<file path="src/vlrs_pkg.sv">
// ----------------------------------------------------------------------------
// vlrs_pkg
// Shared constants, codes and controller/datapath interface types for the
// variable-length record stack.
// ----------------------------------------------------------------------------
`default_nettype none

package vlrs_pkg;

	localparam int CAPACITY     = 1024;
	localparam int HEADER_BYTES = 4;
	localparam int MAX_RECORD   = 64;

	localparam int ADDR_W = $clog2(CAPACITY);
	localparam int PTR_W  = $clog2(CAPACITY + 1);
	localparam int EXT_W  = PTR_W + 1;
	localparam int LEN_W  = 7;
	localparam int DATA_W = 8;
	localparam int HCNT_W = (HEADER_BYTES > 1) ? $clog2(HEADER_BYTES) : 1;

	localparam logic [PTR_W-1:0]  CAP_P    = PTR_W'(CAPACITY);
	localparam logic [PTR_W-1:0]  HDR_P    = PTR_W'(HEADER_BYTES);
	localparam logic [LEN_W-1:0]  MAX_P    = LEN_W'(MAX_RECORD);
	localparam logic [HCNT_W-1:0] HLAST_P  = HCNT_W'(HEADER_BYTES - 1);

	typedef enum logic [1:0] {
		FUNC_PUSH  = 2'd0,
		FUNC_POP   = 2'd1,
		FUNC_PEEK  = 2'd2,
		FUNC_CLEAR = 2'd3
	} func_t;

	typedef enum logic [2:0] {
		ST_PUSHED  = 3'd0,
		ST_FULL    = 3'd1,
		ST_POPPED  = 3'd2,
		ST_PEEKED  = 3'd3,
		ST_EMPTY   = 3'd4,
		ST_CLEARED = 3'd5
	} status_t;

	// Commands from the controller, one per datapath step.
	typedef struct packed {
		logic take;      // capture the input transaction
		logic decode;    // first step of an item
		logic hdr_wr;    // write one header byte
		logic data_wr;   // finish a reservation, store first data byte
		logic hdr_rd;    // read one header byte
		logic calc;      // clamp the stored length
		logic commit;    // set byte count, free the record on pop
		logic byte_rd;   // read one record byte
		logic byte_out;  // present one record byte
		logic resp;      // present a single answer
	} ctl_cmd_t;

	// Status from the datapath back to the controller.
	typedef struct packed {
		func_t func;
		logic  first_push;
		logic  fits;
		logic  empty;
		logic  hdr_last;
		logic  cnt_zero;
		logic  byte_last;
		logic  out_free;
	} dp_stat_t;

endpackage

`default_nettype wire

</file>
<file path="src/vlrs_ctrl.sv">
// ----------------------------------------------------------------------------
// vlrs_ctrl
// Sequencer for the record stack: steps each transaction through decode,
// header access and byte streaming, issuing one command set per cycle.
// ----------------------------------------------------------------------------
`default_nettype none

module vlrs_ctrl (
	input  wire logic              clk,
	input  wire logic              arst_n,
	input  wire logic              in_valid,
	output logic                   in_ready,
	input  wire vlrs_pkg::dp_stat_t stat,
	output vlrs_pkg::ctl_cmd_t     cmd
);
	import vlrs_pkg::*;

	typedef enum logic [10:0] {
		S_IDLE     = 11'b000_0000_0001,
		S_DECODE   = 11'b000_0000_0010,
		S_HDR_WR   = 11'b000_0000_0100,
		S_DATA_WR  = 11'b000_0000_1000,
		S_HDR_RD   = 11'b000_0001_0000,
		S_HDR_END  = 11'b000_0010_0000,
		S_CALC     = 11'b000_0100_0000,
		S_COMMIT   = 11'b000_1000_0000,
		S_BYTE_RD  = 11'b001_0000_0000,
		S_BYTE_OUT = 11'b010_0000_0000,
		S_RESP     = 11'b100_0000_0000
	} state_t;

	state_t state_q;
	state_t state_d;

	always_comb begin
		state_d  = state_q;
		cmd      = '0;
		in_ready = 1'b0;
		case (state_q)
			S_IDLE: begin
				in_ready = 1'b1;
				if (in_valid) begin
					cmd.take = 1'b1;
					state_d  = S_DECODE;
				end
			end
			S_DECODE: begin
				cmd.decode = 1'b1;
				case (stat.func)
					FUNC_PUSH:  state_d = (stat.first_push && stat.fits) ? S_HDR_WR : S_RESP;
					FUNC_CLEAR: state_d = S_RESP;
					default:    state_d = stat.empty ? S_RESP : S_HDR_RD;
				endcase
			end
			S_HDR_WR: begin
				cmd.hdr_wr = 1'b1;
				if (stat.hdr_last) begin
					state_d = S_DATA_WR;
				end
			end
			S_DATA_WR: begin
				cmd.data_wr = 1'b1;
				state_d     = S_RESP;
			end
			S_HDR_RD: begin
				cmd.hdr_rd = 1'b1;
				if (stat.hdr_last) begin
					state_d = S_HDR_END;
				end
			end
			S_HDR_END: begin
				state_d = S_CALC;
			end
			S_CALC: begin
				cmd.calc = 1'b1;
				state_d  = S_COMMIT;
			end
			S_COMMIT: begin
				cmd.commit = 1'b1;
				state_d    = stat.cnt_zero ? S_RESP : S_BYTE_RD;
			end
			S_BYTE_RD: begin
				cmd.byte_rd = 1'b1;
				state_d     = S_BYTE_OUT;
			end
			S_BYTE_OUT: begin
				if (stat.out_free) begin
					cmd.byte_out = 1'b1;
					state_d      = stat.byte_last ? S_IDLE : S_BYTE_RD;
				end
			end
			S_RESP: begin
				if (stat.out_free) begin
					cmd.resp = 1'b1;
					state_d  = S_IDLE;
				end
			end
			default: begin
				state_d = S_IDLE;
			end
		endcase
	end

	always_ff @(posedge clk or negedge arst_n) begin
		if (!arst_n) begin
			state_q <= S_IDLE;
		end else begin
			state_q <= state_d;
		end
	end

endmodule

`default_nettype wire

</file>
<file path="config.mk">
export PLATFORM = sky130hd
export DESIGN_NAME = vlrs_ctrl
export DESIGN_NICKNAME = d
export VERILOG_FILES = /design/src/vlrs_pkg.sv /design/src/vlrs_ctrl.sv
export SDC_FILE = /design/constraint.sdc
export NUM_CORES = 1
export LEC_CHECK = 0
export ABC_AREA = 1
export BUFFER_PORTS_ARGS = -buffer_cell sky130_fd_sc_hd__buf_2
export CAP_MARGIN = 10
export CORE_ASPECT_RATIO = 1.4
export CORE_MARGIN = 5
export CORE_UTILIZATION = 46
export CTS_CLUSTER_SIZE = 25
export DETAILED_ROUTE_END_ITERATION = 8
export HOLD_SLACK_MARGIN = 0.03
export PLACE_DENSITY_LB_ADDON = 0.12
export SYNTH_ARGS = -nofsm -noshare
export SYNTH_HDL_FRONTEND = slang
export SYNTH_SLANG_ARGS = --single-unit
</file>
<file path="constraint.sdc">
create_clock -name clk -period 1.4 [get_ports clk]
set_input_delay 0.42 -clock clk [delete_from_list [all_inputs] [get_ports clk]]
set_output_delay 0.42 -clock clk [all_outputs]
set_load 0.05 [all_outputs]
</file>
==> results of run 1 <==
==> cells in the mapped netlist <==
library cell	instances
nand2_4	6
nor3_1	3
o311ai_1	1
nand4_2	1
nand3_4	1
nand4_1	2
nor2_4	2
and2_1	1
o22ai_1	1
nand3_1	4
inv_1	25
nor2_8	1
nand2_2	6
o21ai_0	1
dfrtp_1	10
clkinv_2	1
nor3b_1	1
nand2_1	28
dfstp_2	1
a21boi_0	1
nor2_1	20
nor2_2	3
ha_1	2
==> stage by stage <==
stage / power, W / worst slack (ns)
final: 0.00175 / -0.511
after global routing: 0.00186 / -0.584
after CTS: 0.00170 / -0.504
after detailed placement: 0.00129 / -0.308
after global placement: 0.00127 / -0.290
after floorplan: 0.00106 / -0.158
==> power groups by stage <==
stage,Sequential (W),Combinational (W),Clock (W)
floorplan,0.000400,0.000659,0
global placement,0.000399,0.000875,0
detailed placement,0.000402,0.000889,0
CTS,0.000393,0.00106,0.000240
global route,0.000409,0.00120,0.000251
finish,0.000403,0.00112,0.000235
==> layer usage <==
layer / wire length (microns) / GRT usage [%]
met1: 893 / 20.6
met5: 0 / 0
met3: 117 / 2.63
met4: 67 / 9.49
met2: 1380 / 38.8
==> logic make-up after synthesis <==
group	after synthesis	share of synthesized area, %
and+or+nand+nor	79	50.6
buffers and inverters	26	11.4
DFF	11	31.9
AOI/OAI and AO/OA	4	3.18
adders and majority gates	2	2.89
==> worst reg2reg max path: stages, from the launching register on <==
cell and delay (ns):
dfrtp_1 0.40, nor2_2 0.16, nand2_4 0.10, nor2_4 0.19, nand2_2 0.10, buf_4 0.16
nand2_2 0.07, nand2_4 0.06, nand4_2 0.06, nor2_1 0.04, nor2_1 0.12
==> worst paths after layout <==
check                                start         end
worst max-delay path            state_q[9]      cmd[3]
worst min-delay path               stat[5]  state_q[2]
worst max register to register  state_q[4]  state_q[0]
worst min register to register  state_q[2]  state_q[2]
max in group asynchronous           arst_n  state_q[0]
min in group asynchronous           arst_n  state_q[4]
==> layout make-up <==
class / count / share of cell area [%]
inverter: 26 / 8.30
clock inverter: 1 / 0.342
clock buffer: 3 / 1.54
tap: 20 / 1.71
timing repair buffer: 46 / 28.1
multi-input combinational: 85 / 41.1
sequential: 11 / 18.9
==> timing repair <==
| item | in CTS | in global routing |
|---|---|---|
| endpoints found under the hold margin | 10 | 0 |
| setup endpoints to repair | 18 | 19 |
| pin swaps | 14 | 13 |
| hold buffers | 1 | 0 |
| setup buffers | 4 | 3 |
| gates resized for setup | 42 | 11 |
==> impl_metrics.json, run 1 <==
{
  "core-area_sq_mm": 0.00178,
  "cp_num_cells": 6,
  "rows": 18,
  "comb_power_share_pct": 63.6,
  "relSlewSlack_pct": 76.1,
  "synth.net_count": 136,
  "fin_util_pct": 82.2,
  "syn_to_final_growth_pct": 68.9,
  "crit_path_end_kind": "output pin",
  "placed_cells_incl_taps": 184,
  "ant_nets": 0,
  "netlist_instances": 122,
  "diodes": 0,
  "required_ns": 0.98,
  "p_int_w": 0.000928,
  "detail_route.wirelength_mm": 2.46,
  "layout.nets": 187,
  "stdcell_count": 192,
  "setup_violations": 18,
  "min_period_ns": 1.91,
  "grt_pass1_vias": 1020,
  "largest_register_ffs": 11,
  "final-hold-violation-count": 0,
  "io_pins": 23,
  "start_util_pct": 48.7,
  "cts_max_level": 1,
  "cts_sinks": 11,
  "max_flop_register": "state_q",
  "layout_common_cells": "21 x nand2_1, 20 x buf_4, 17 x inv_1",
  "drcViolationCount": 0,
  "largest_registers": "state_q: 11 flops",
  "final_common_cell": "nand2_1",
  "powerDensity_mw_per_mm2": 1200,
  "switchingPower_w": 0.000825,
  "period_share_pct": 137,
  "n_fill_cell": 110,
  "avgRoutedWirePerCell_microns": 12.8,
  "cap_viol_max_count": 0,
  "crit_path_top_delay_cell": "dfrtp_1",
  "finalClockSkew_ns": 0.00257,
  "synth-seq-cells": 11,
  "swShare_pct": 47.1,
  "leakage_nw": 0.780,
  "numCtsBuffers": 3,
  "dpl_cell_area_sq_mm": 0.00122,
  "worst_pin_slew_ns": 0.355,
  "r2r_slack_ns": -0.13,
  "min_path_cells": 3,
  "postLayoutCellArea_sq_mm": 0.00146,
  "worstPathMaxFanout": 4,
  "cpPeakStageDelay_ns": 0.42,
  "vdd_drop_max_mv": 1.39,
  "synth.distinct_cells": 23,
  "die_area_sq_mm": 0.00286,
  "final-seq-area_sq_um": 277,
  "worstPathCellList": "nor2_2 > nand2_4 > nor2_4 > nand2_2 > clkinvlp_4 > buf_8",
  "hold_path.class": "in -> reg",
  "clk_pin_slew_ns": 0.08,
  "viasPerCell": 4.90,
  "antenna_found_initial": 0,
  "die_height_microns": 61.3,
  "seq_power_share_pct": 23.0,
  "critPathTopFamily": "simple AND/OR/NAND/NOR gates",
  "synth_area_leaders": "dfrtp_1 29%, nand2_1 12%, inv_1 11%",
  "num_vias": 940,
  "drtIter0Drc": 18,
  "worstSkewPairLatency_ns": 0.28,
  "final_max_slew_viol_count": 0,
  "ys_seq_area_share_pct": 31.9,
  "multi_input_area_sq_um": 602,
  "synth_area_sq_um": 866,
  "place_congestion": 0.802,
  "cts_root_buffer": "clkbuf_4",
  "setup_tns_ns": -5.98,
  "rr_worst_depth": 10,
  "whs_ns": 0.389,
  "crit_buf_inv": 2,
  "cts_buffer_depth": 2,
  "status": "complete, but fails checks",
  "avgSynthCellArea_sq_um": 7.10,
  "yosys_warnings": 0,
  "fin_ws_ns": -0.511,
  "crit_type": "reg -> out",
  "port_buffers": 22,
  "track_usage_pct": 20.2,
  "synth_top_area_share_pct": 28.9,
  "drive_above_1_share_pct": 55.8,
  "dieWidth_microns": 46.7,
  "tritoncts": "done",
  "grt-ovfl-total": 0,
  "power_frac_clock_pct": 13.4,
  "yosys.area.top_type": "dfrtp_1",
  "fmax_mhz": 523,
  "first_pass_iters": 4,
  "rsz0062_at_grt": "true",
  "cp-start-kind": "register",
  "grt_max_degree": 12,
  "violations": "negative setup slack",
  "place_hpwl_mm": 1.78,
  "grt_pass1_wl_mm": 4.11,
  "critical_path_arrival_ns": 1.49
}
(Power assumes the default switching activity.)
==> inputs of run 2 (changes only) <==
--- a/config.mk
+++ b/config.mk
@@ -5,12 +5,11 @@
 export SDC_FILE = /design/constraint.sdc
 export NUM_CORES = 1
 export LEC_CHECK = 0
-export ABC_AREA = 1
 export BUFFER_PORTS_ARGS = -buffer_cell sky130_fd_sc_hd__buf_2
 export CAP_MARGIN = 10
 export CORE_ASPECT_RATIO = 1.4
 export CORE_MARGIN = 5
-export CORE_UTILIZATION = 46
+export CORE_UTILIZATION = 45
 export CTS_CLUSTER_SIZE = 25
 export DETAILED_ROUTE_END_ITERATION = 8
 export HOLD_SLACK_MARGIN = 0.03
==> impl_metrics.json, run 2 <==
{
  "status": "complete, but fails checks",
  "violations": "negative setup slack",
  "ys_async_sr_fraction_pct": 100,
  "drtIter0Drc": 39,
  "synth_area_sq_um": 830,
  "crit_buf_inv": 1,
  "synth-simple-area-share_pct": 43.3,
  "crit_path_end_kind": "output pin",
  "cts_root_buffer": "clkbuf_4",
  "relSlewSlack_pct": 70.8,
  "final-hold-violation-count": 0,
  "hold_path.class": "in -> reg",
  "rows": 18,
  "synthXorXnorAreaFrac_pct": 3.17,
  "powerDensity_mw_per_mm2": 1210,
  "synth_top_family_by_area": "simple AND/OR/NAND/NOR gates",
  "cpPeakStageDelay_ns": 0.44,
  "ys_seq_area_share_pct": 33.3,
  "grt_pass1_vias": 1099,
  "whs_ns": 0.420,
  "max_flop_register": "state_q",
  "yosys.area.top_type": "dfrtp_1",
  "worstReg2RegStart": "state_q[5]",
  "cts_buffer_depth": 2,
  "crit_path_top_delay_cell": "dfrtp_1",
  "syn_to_final_growth_pct": 99.1,
  "worstPathCellList": "nor4_4 > nand2_2 > nor4b_4 > and2_4 > buf_8",
  "layout_common_cells": "30 x buf_4, 11 x buf_2, 11 x buf_6",
  "fmax_mhz": 444,
  "total_power_w": 0.00200,
  "core-area_sq_mm": 0.00176,
  "cts_sinks": 11,
  "layout.nets": 167,
  "synthTopCellsByCount": "10 x dfrtp_1, 8 x nor2_1, 5 x a21oi_1, 5 x inv_1",
  "largest_registers": "state_q: 11 flops",
  "crit_type": "reg -> out",
  "diodes": 0,
  "worst_pin_slew_ns": 0.434,
  "postLayoutCellArea_sq_mm": 0.00165,
  "first_pass_iters": 4,
  "synth.net_count": 103,
  "setup.worst_path.start": "state_q[5]",
  "start_util_pct": 47.2,
  "critical_path_arrival_ns": 1.83,
  "port_buffers": 22,
  "period_share_pct": 161,
  "setup_violations": 21,
  "critPathTopFamily": "simple AND/OR/NAND/NOR gates",
  "viasPerCell": 6.30,
  "drive_above_1_share_pct": 67.8,
  "synthFlopType": "dfrtp_1",
  "stdcell_count": 172,
  "synth.most_common_cell": "dfrtp_1",
  "numCtsBuffers": 3,
  "cp-start-kind": "register",
  "grt-ovfl-total": 0,
  "detail_route.wirelength_mm": 4.04,
  "antenna_found_initial": 0,
  "avgSynthCellArea_sq_um": 9.32,
  "fin_ws_ns": -0.851,
  "finalClockSkew_ns": 0.0163,
  "drcViolationCount": 0,
  "synth-seq-cells": 11,
  "clk_pin_slew_ns": 0.09,
  "io_pins": 23,
  "netlist_instances": 89,
  "yosys_warnings": 0,
  "synth_fa_ha_area_share_pct": 3.02,
  "worstSkewPairLatency_ns": 0.30,
  "avgRoutedWirePerCell_microns": 23.5,
  "grt_pass1_wl_mm": 4.96,
  "dpl_cell_area_sq_mm": 0.00123,
  "synthMuxAreaShare_pct": 0,
  "track_usage_pct": 25.8,
  "rsz0062_at_grt": "true",
  "synth_edf_count": 0,
  "final_common_cell": "buf_4",
  "synth_area_leaders": "dfrtp_1 30%, nor2_1 3.6%, dfstp_2 3.2%",
  "worstPathMaxFanout": 4,
  "die_area_sq_mm": 0.00281,
  "cap_viol_max_count": 0,
  "grt_max_degree": 12,
  "place_hpwl_mm": 1.96,
  "final_max_slew_viol_count": 0,
  "n_fill_cell": 55,
  "ant_nets": 0,
  "die_height_microns": 60.8,
  "num_vias": 1083,
  "r2r_slack_ns": -0.66,
  "synth.distinct_cells": 39,
  "required_ns": 0.98,
  "synth_top_area_share_pct": 30.2,
  "min_from": "stat[3]",
  "dieWidth_microns": 46.3,
  "vdd_drop_max_mv": 1.42,
  "synth_compound_area_share_pct": 13.1,
  "largest_register_ffs": 11,
  "min_period_ns": 2.25,
  "cts_max_level": 1,
  "leakage_nw": 0.769,
  "tritoncts": "done",
  "placed_cells_incl_taps": 157,
  "place_congestion": 0.820
}
[run 2: changes by cell type in the layout (fill, tap and decap cells not counted), sizes merged, moves of 3 or more]
| cell | previous run | this run |
|---|---|---|
| a21oi | 0 | 5 |
| nor2 | 26 | 8 |
| clkinvlp | 6 | 0 |
| nand2 | 40 | 4 |
| nor4b | 0 | 5 |
| nand2b | 0 | 4 |
| nor2b | 0 | 4 |
| buf | 45 | 61 |
| inv | 19 | 5 |
| and3 | 0 | 4 |
| nor4 | 0 | 3 |
[run 2: report_power, final]
group	switching (W)	leakage, nW	internal, W
clock	0.000134	0.0150	0.000111
sequential	0.0000454	0.149	0.000364
combinational	0.000717	0.605	0.000623
[run 2: worst paths after layout]
kind | cells past startpoint | endpoint
max in group asynchronous | 2 | state_q[0]
setup / recovery | 5 | cmd[1]
hold / removal | 2 | state_q[2]
min in group asynchronous | 2 | state_q[4]
hold reg to reg | 2 | state_q[6]
setup reg to reg | 8 | state_q[9]
[run 2: logic make-up after synthesis]
logic type	Yosys count
compound gates	16
simple gates	49
xor+xnor	3
flops	11
fa+ha+maj	2
buf+inv	8
[run 2: what timing repair did]
action	CTS	global route
gates resized for setup	54	17
pin swaps	19	19
setup endpoints to repair	20	22
hold buffers	1	0
buffers inserted	14	7
endpoints found under the hold margin	10	0
[run 2: per-layer routing]
layer | wire [microns] | share of wire [%] | track usage (%)
met5 | 0 | 0 | 0
met4 | 294 | 7.3 | 16.7
met3 | 221 | 5.5 | 3.26
met2 | 2130 | 53 | 48.0
met1 | 1390 | 34 | 25.4
[run 2: metrics by stage]
step / utilization [%] / TNS [ns] / setup WS (ns)
finish: 94.0 / -12.78 / -0.851
global route: 94.0 / -13.84 / -0.902
CTS: 88.3 / -10.98 / -0.789
detailed placement: 69.9 / -8.68 / -0.612
global placement: 69.9 / -8.26 / -0.591
floorplan: - / -6.17 / -0.696
[run 2: area by class of cell]
type / instances / area [sq um] / share of cell area (%)
Tap cell: 20 / 25.0 / 1.52
Multi-Input combinational cell: 70 / 743 / 45.0
Sequential cell: 11 / 277 / 16.7
Clock buffer: 4 / 26.3 / 1.59
Inverter: 5 / 26.3 / 1.59
Timing Repair Buffer: 62 / 554 / 33.6
==> inputs of run 3 (changes only) <==
--- a/config.mk
+++ b/config.mk
@@ -5,8 +5,8 @@
 export SDC_FILE = /design/constraint.sdc
 export NUM_CORES = 1
 export LEC_CHECK = 0
-export BUFFER_PORTS_ARGS = -buffer_cell sky130_fd_sc_hd__buf_2
-export CAP_MARGIN = 10
+export BUFFER_PORTS_ARGS = -buffer_cell sky130_fd_sc_hd__buf_4
+export CAP_MARGIN = 20
 export CORE_ASPECT_RATIO = 1.4
 export CORE_MARGIN = 5
 export CORE_UTILIZATION = 45
@@ -14,6 +14,7 @@
 export DETAILED_ROUTE_END_ITERATION = 8
 export HOLD_SLACK_MARGIN = 0.03
 export PLACE_DENSITY_LB_ADDON = 0.12
+export SLEW_MARGIN = 20
 export SYNTH_ARGS = -nofsm -noshare
 export SYNTH_HDL_FRONTEND = slang
 export SYNTH_SLANG_ARGS = --single-unit
==> impl_metrics.json, run 3 (synthesis gave the netlist of run 2 again) <==
{
  "min_from": "stat[3]",
  "relSlewSlack_pct": 76.0,
  "period_share_pct": 162,
  "io_pins": 23,
  "dieWidth_microns": 46.3,
  "powerDensity_mw_per_mm2": 1200,
  "violations": "negative setup slack",
  "pre_cts_slack_ns": -0.532,
  "drcViolationCount": 0,
  "ant_nets": 0,
  "port_buffers": 22,
  "cts_max_level": 1,
  "postLayoutCellArea_sq_mm": 0.00163,
  "setup_violations": 21,
  "regToRegEndpoint": "state_q[9]",
  "critPathCapture": "cmd[1]",
  "cts_sinks": 11,
  "met3_usage_pct": 5.04,
  "grtUsageMet2_pct": 45.7,
  "cap_viol_max_count": 0,
  "crit_path_top_delay_cell": "dfrtp_1",
  "final_max_slew_viol_count": 0,
  "antenna_found_initial": 0,
  "final_common_cell": "buf_4",
  "grt_pass1_wl_mm": 5.04,
  "grtUsageMet1_pct": 25.7,
  "drive_above_1_share_pct": 65.8,
  "fin_ws_ns": -0.870,
  "tritoncts": "done",
  "finalClockSkew_ns": 0.0109,
  "fmax_mhz": 441,
  "min_period_ns": 2.27,
  "track_usage_pct": 25.3,
  "die_area_sq_mm": 0.00281,
  "leakage_nw": 0.771,
  "cpPeakStageDelay_ns": 0.42,
  "critical_path_arrival_ns": 1.85,
  "detail_route.wirelength_mm": 3.55,
  "grt_pass1_vias": 1110,
  "start_util_pct": 47.2,
  "worst_pin_slew_ns": 0.358,
  "largest_register_ffs": 11,
  "drtIter0Drc": 28,
  "crit_buf_inv": 1,
  "num_vias": 1032,
  "layout_common_cells": "44 x buf_4, 10 x dfrtp_1, 9 x buf_8",
  "crit_type": "reg -> out",
  "place_congestion": 0.831,
  "worstReg2RegStart": "state_q[0]",
  "grt.busiest_layer": "met2",
  "grt_max_degree": 12,
  "total_power_w": 0.00195,
  "place_hpwl_mm": 2.09,
  "cts_root_buffer": "clkbuf_4",
  "first_pass_iters": 4,
  "viasPerCell": 6.00,
  "critPathTopFamily": "simple AND/OR/NAND/NOR gates",
  "rr_worst_depth": 7,
  "die_height_microns": 60.8,
  "crit_path_end_kind": "output pin",
  "rows": 18,
  "placed_cells_incl_taps": 157,
  "largest_registers": "state_q: 11 flops",
  "setup.worst_path.start": "state_q[3]",
  "status": "complete, but fails checks",
  "clk_pin_slew_ns": 0.07,
  "required_ns": 0.98,
  "dpl_cell_area_sq_mm": 0.00128,
  "setup_tns_ns": -11.87,
  "layout.nets": 167,
  "worstSkewPairLatency_ns": 0.28,
  "numCtsBuffers": 3,
  "cp_num_cells": 5,
  "syn_to_final_growth_pct": 96.4,
  "rsz0062_at_grt": "true",
  "diodes": 0,
  "r2r_slack_ns": -0.53,
  "core-area_sq_mm": 0.00176,
  "stdcell_count": 172,
  "hold_path.class": "in -> reg",
  "grt-ovfl-total": 0,
  "worstPathCellList": "nor4_4 > nand2_2 > nor4b_4 > and2_4 > buf_8",
  "final-hold-violation-count": 0,
  "worstPathMaxFanout": 4,
  "avgRoutedWirePerCell_microns": 20.6,
  "cts_buffer_depth": 2,
  "max_flop_register": "state_q",
  "vdd_drop_max_mv": 1.32,
  "cp-start-kind": "register"
}
run 3: routing by layer:
metal	vias to the layer above	share of wire [%]
met5	-	0
met4	0	6.2
met3	25	4.7
met2	68	54
met1	486	35
li1	453	-
run 3: timing repair:
| item | in CTS | in global routing |
|---|---|---|
| pin swaps | 14 | 14 |
| gates resized for setup | 41 | 10 |
| endpoints found under the setup margin | 20 | 21 |
| hold buffers | 1 | 0 |
| hold endpoints to repair | 10 | 0 |
| buffers inserted | 8 | 9 |
run 3: through the flow:
stage               hold WS [ns]  util (%)
global placement           0.263      73.0
global route               0.387      92.7
CTS                        0.353      88.9
finish                     0.395      92.7
detailed placement         0.265      73.0
floorplan                  0.124         -
run 3: how the worst min path moves through the flow:
stage                  end  cells past startpoint
6_report        state_q[2]                      2
5_1_grt         state_q[1]                      2
4_1_cts         state_q[2]                      2
3_5_place_dp    state_q[7]                      1
3_3_place_gp    state_q[7]                      1
2_1_floorplan  state_q[10]                      0
run 3: power by group:
group / internal, W / total, W / switching [W]
logic: 0.000621 / 0.00130 / 0.000683
registers: 0.000364 / 0.000408 / 0.0000437
clock network: 0.000111 / 0.000238 / 0.000128
total: 0.00110 / 0.00195 / 0.000855
run 3: worst register-to-register path, stage by stage (launching register included):
cell,delay (ns)
dfstp_2,0.58
buf_4,0.16
nor2_1,0.07
nand4_1,0.19
buf_4,0.17
a21oi_4,0.05
or3_4,0.42
a21o_1,0.17
run 3: layout make-up:
type,count,area [sq um]
Multi-Input combinational cell,70,709
Timing Repair Buffer,62,566
Sequential cell,11,277
Fill cell,58,128
Clock buffer,4,26.3
Inverter,5,26.3
Tap cell,20,25.0
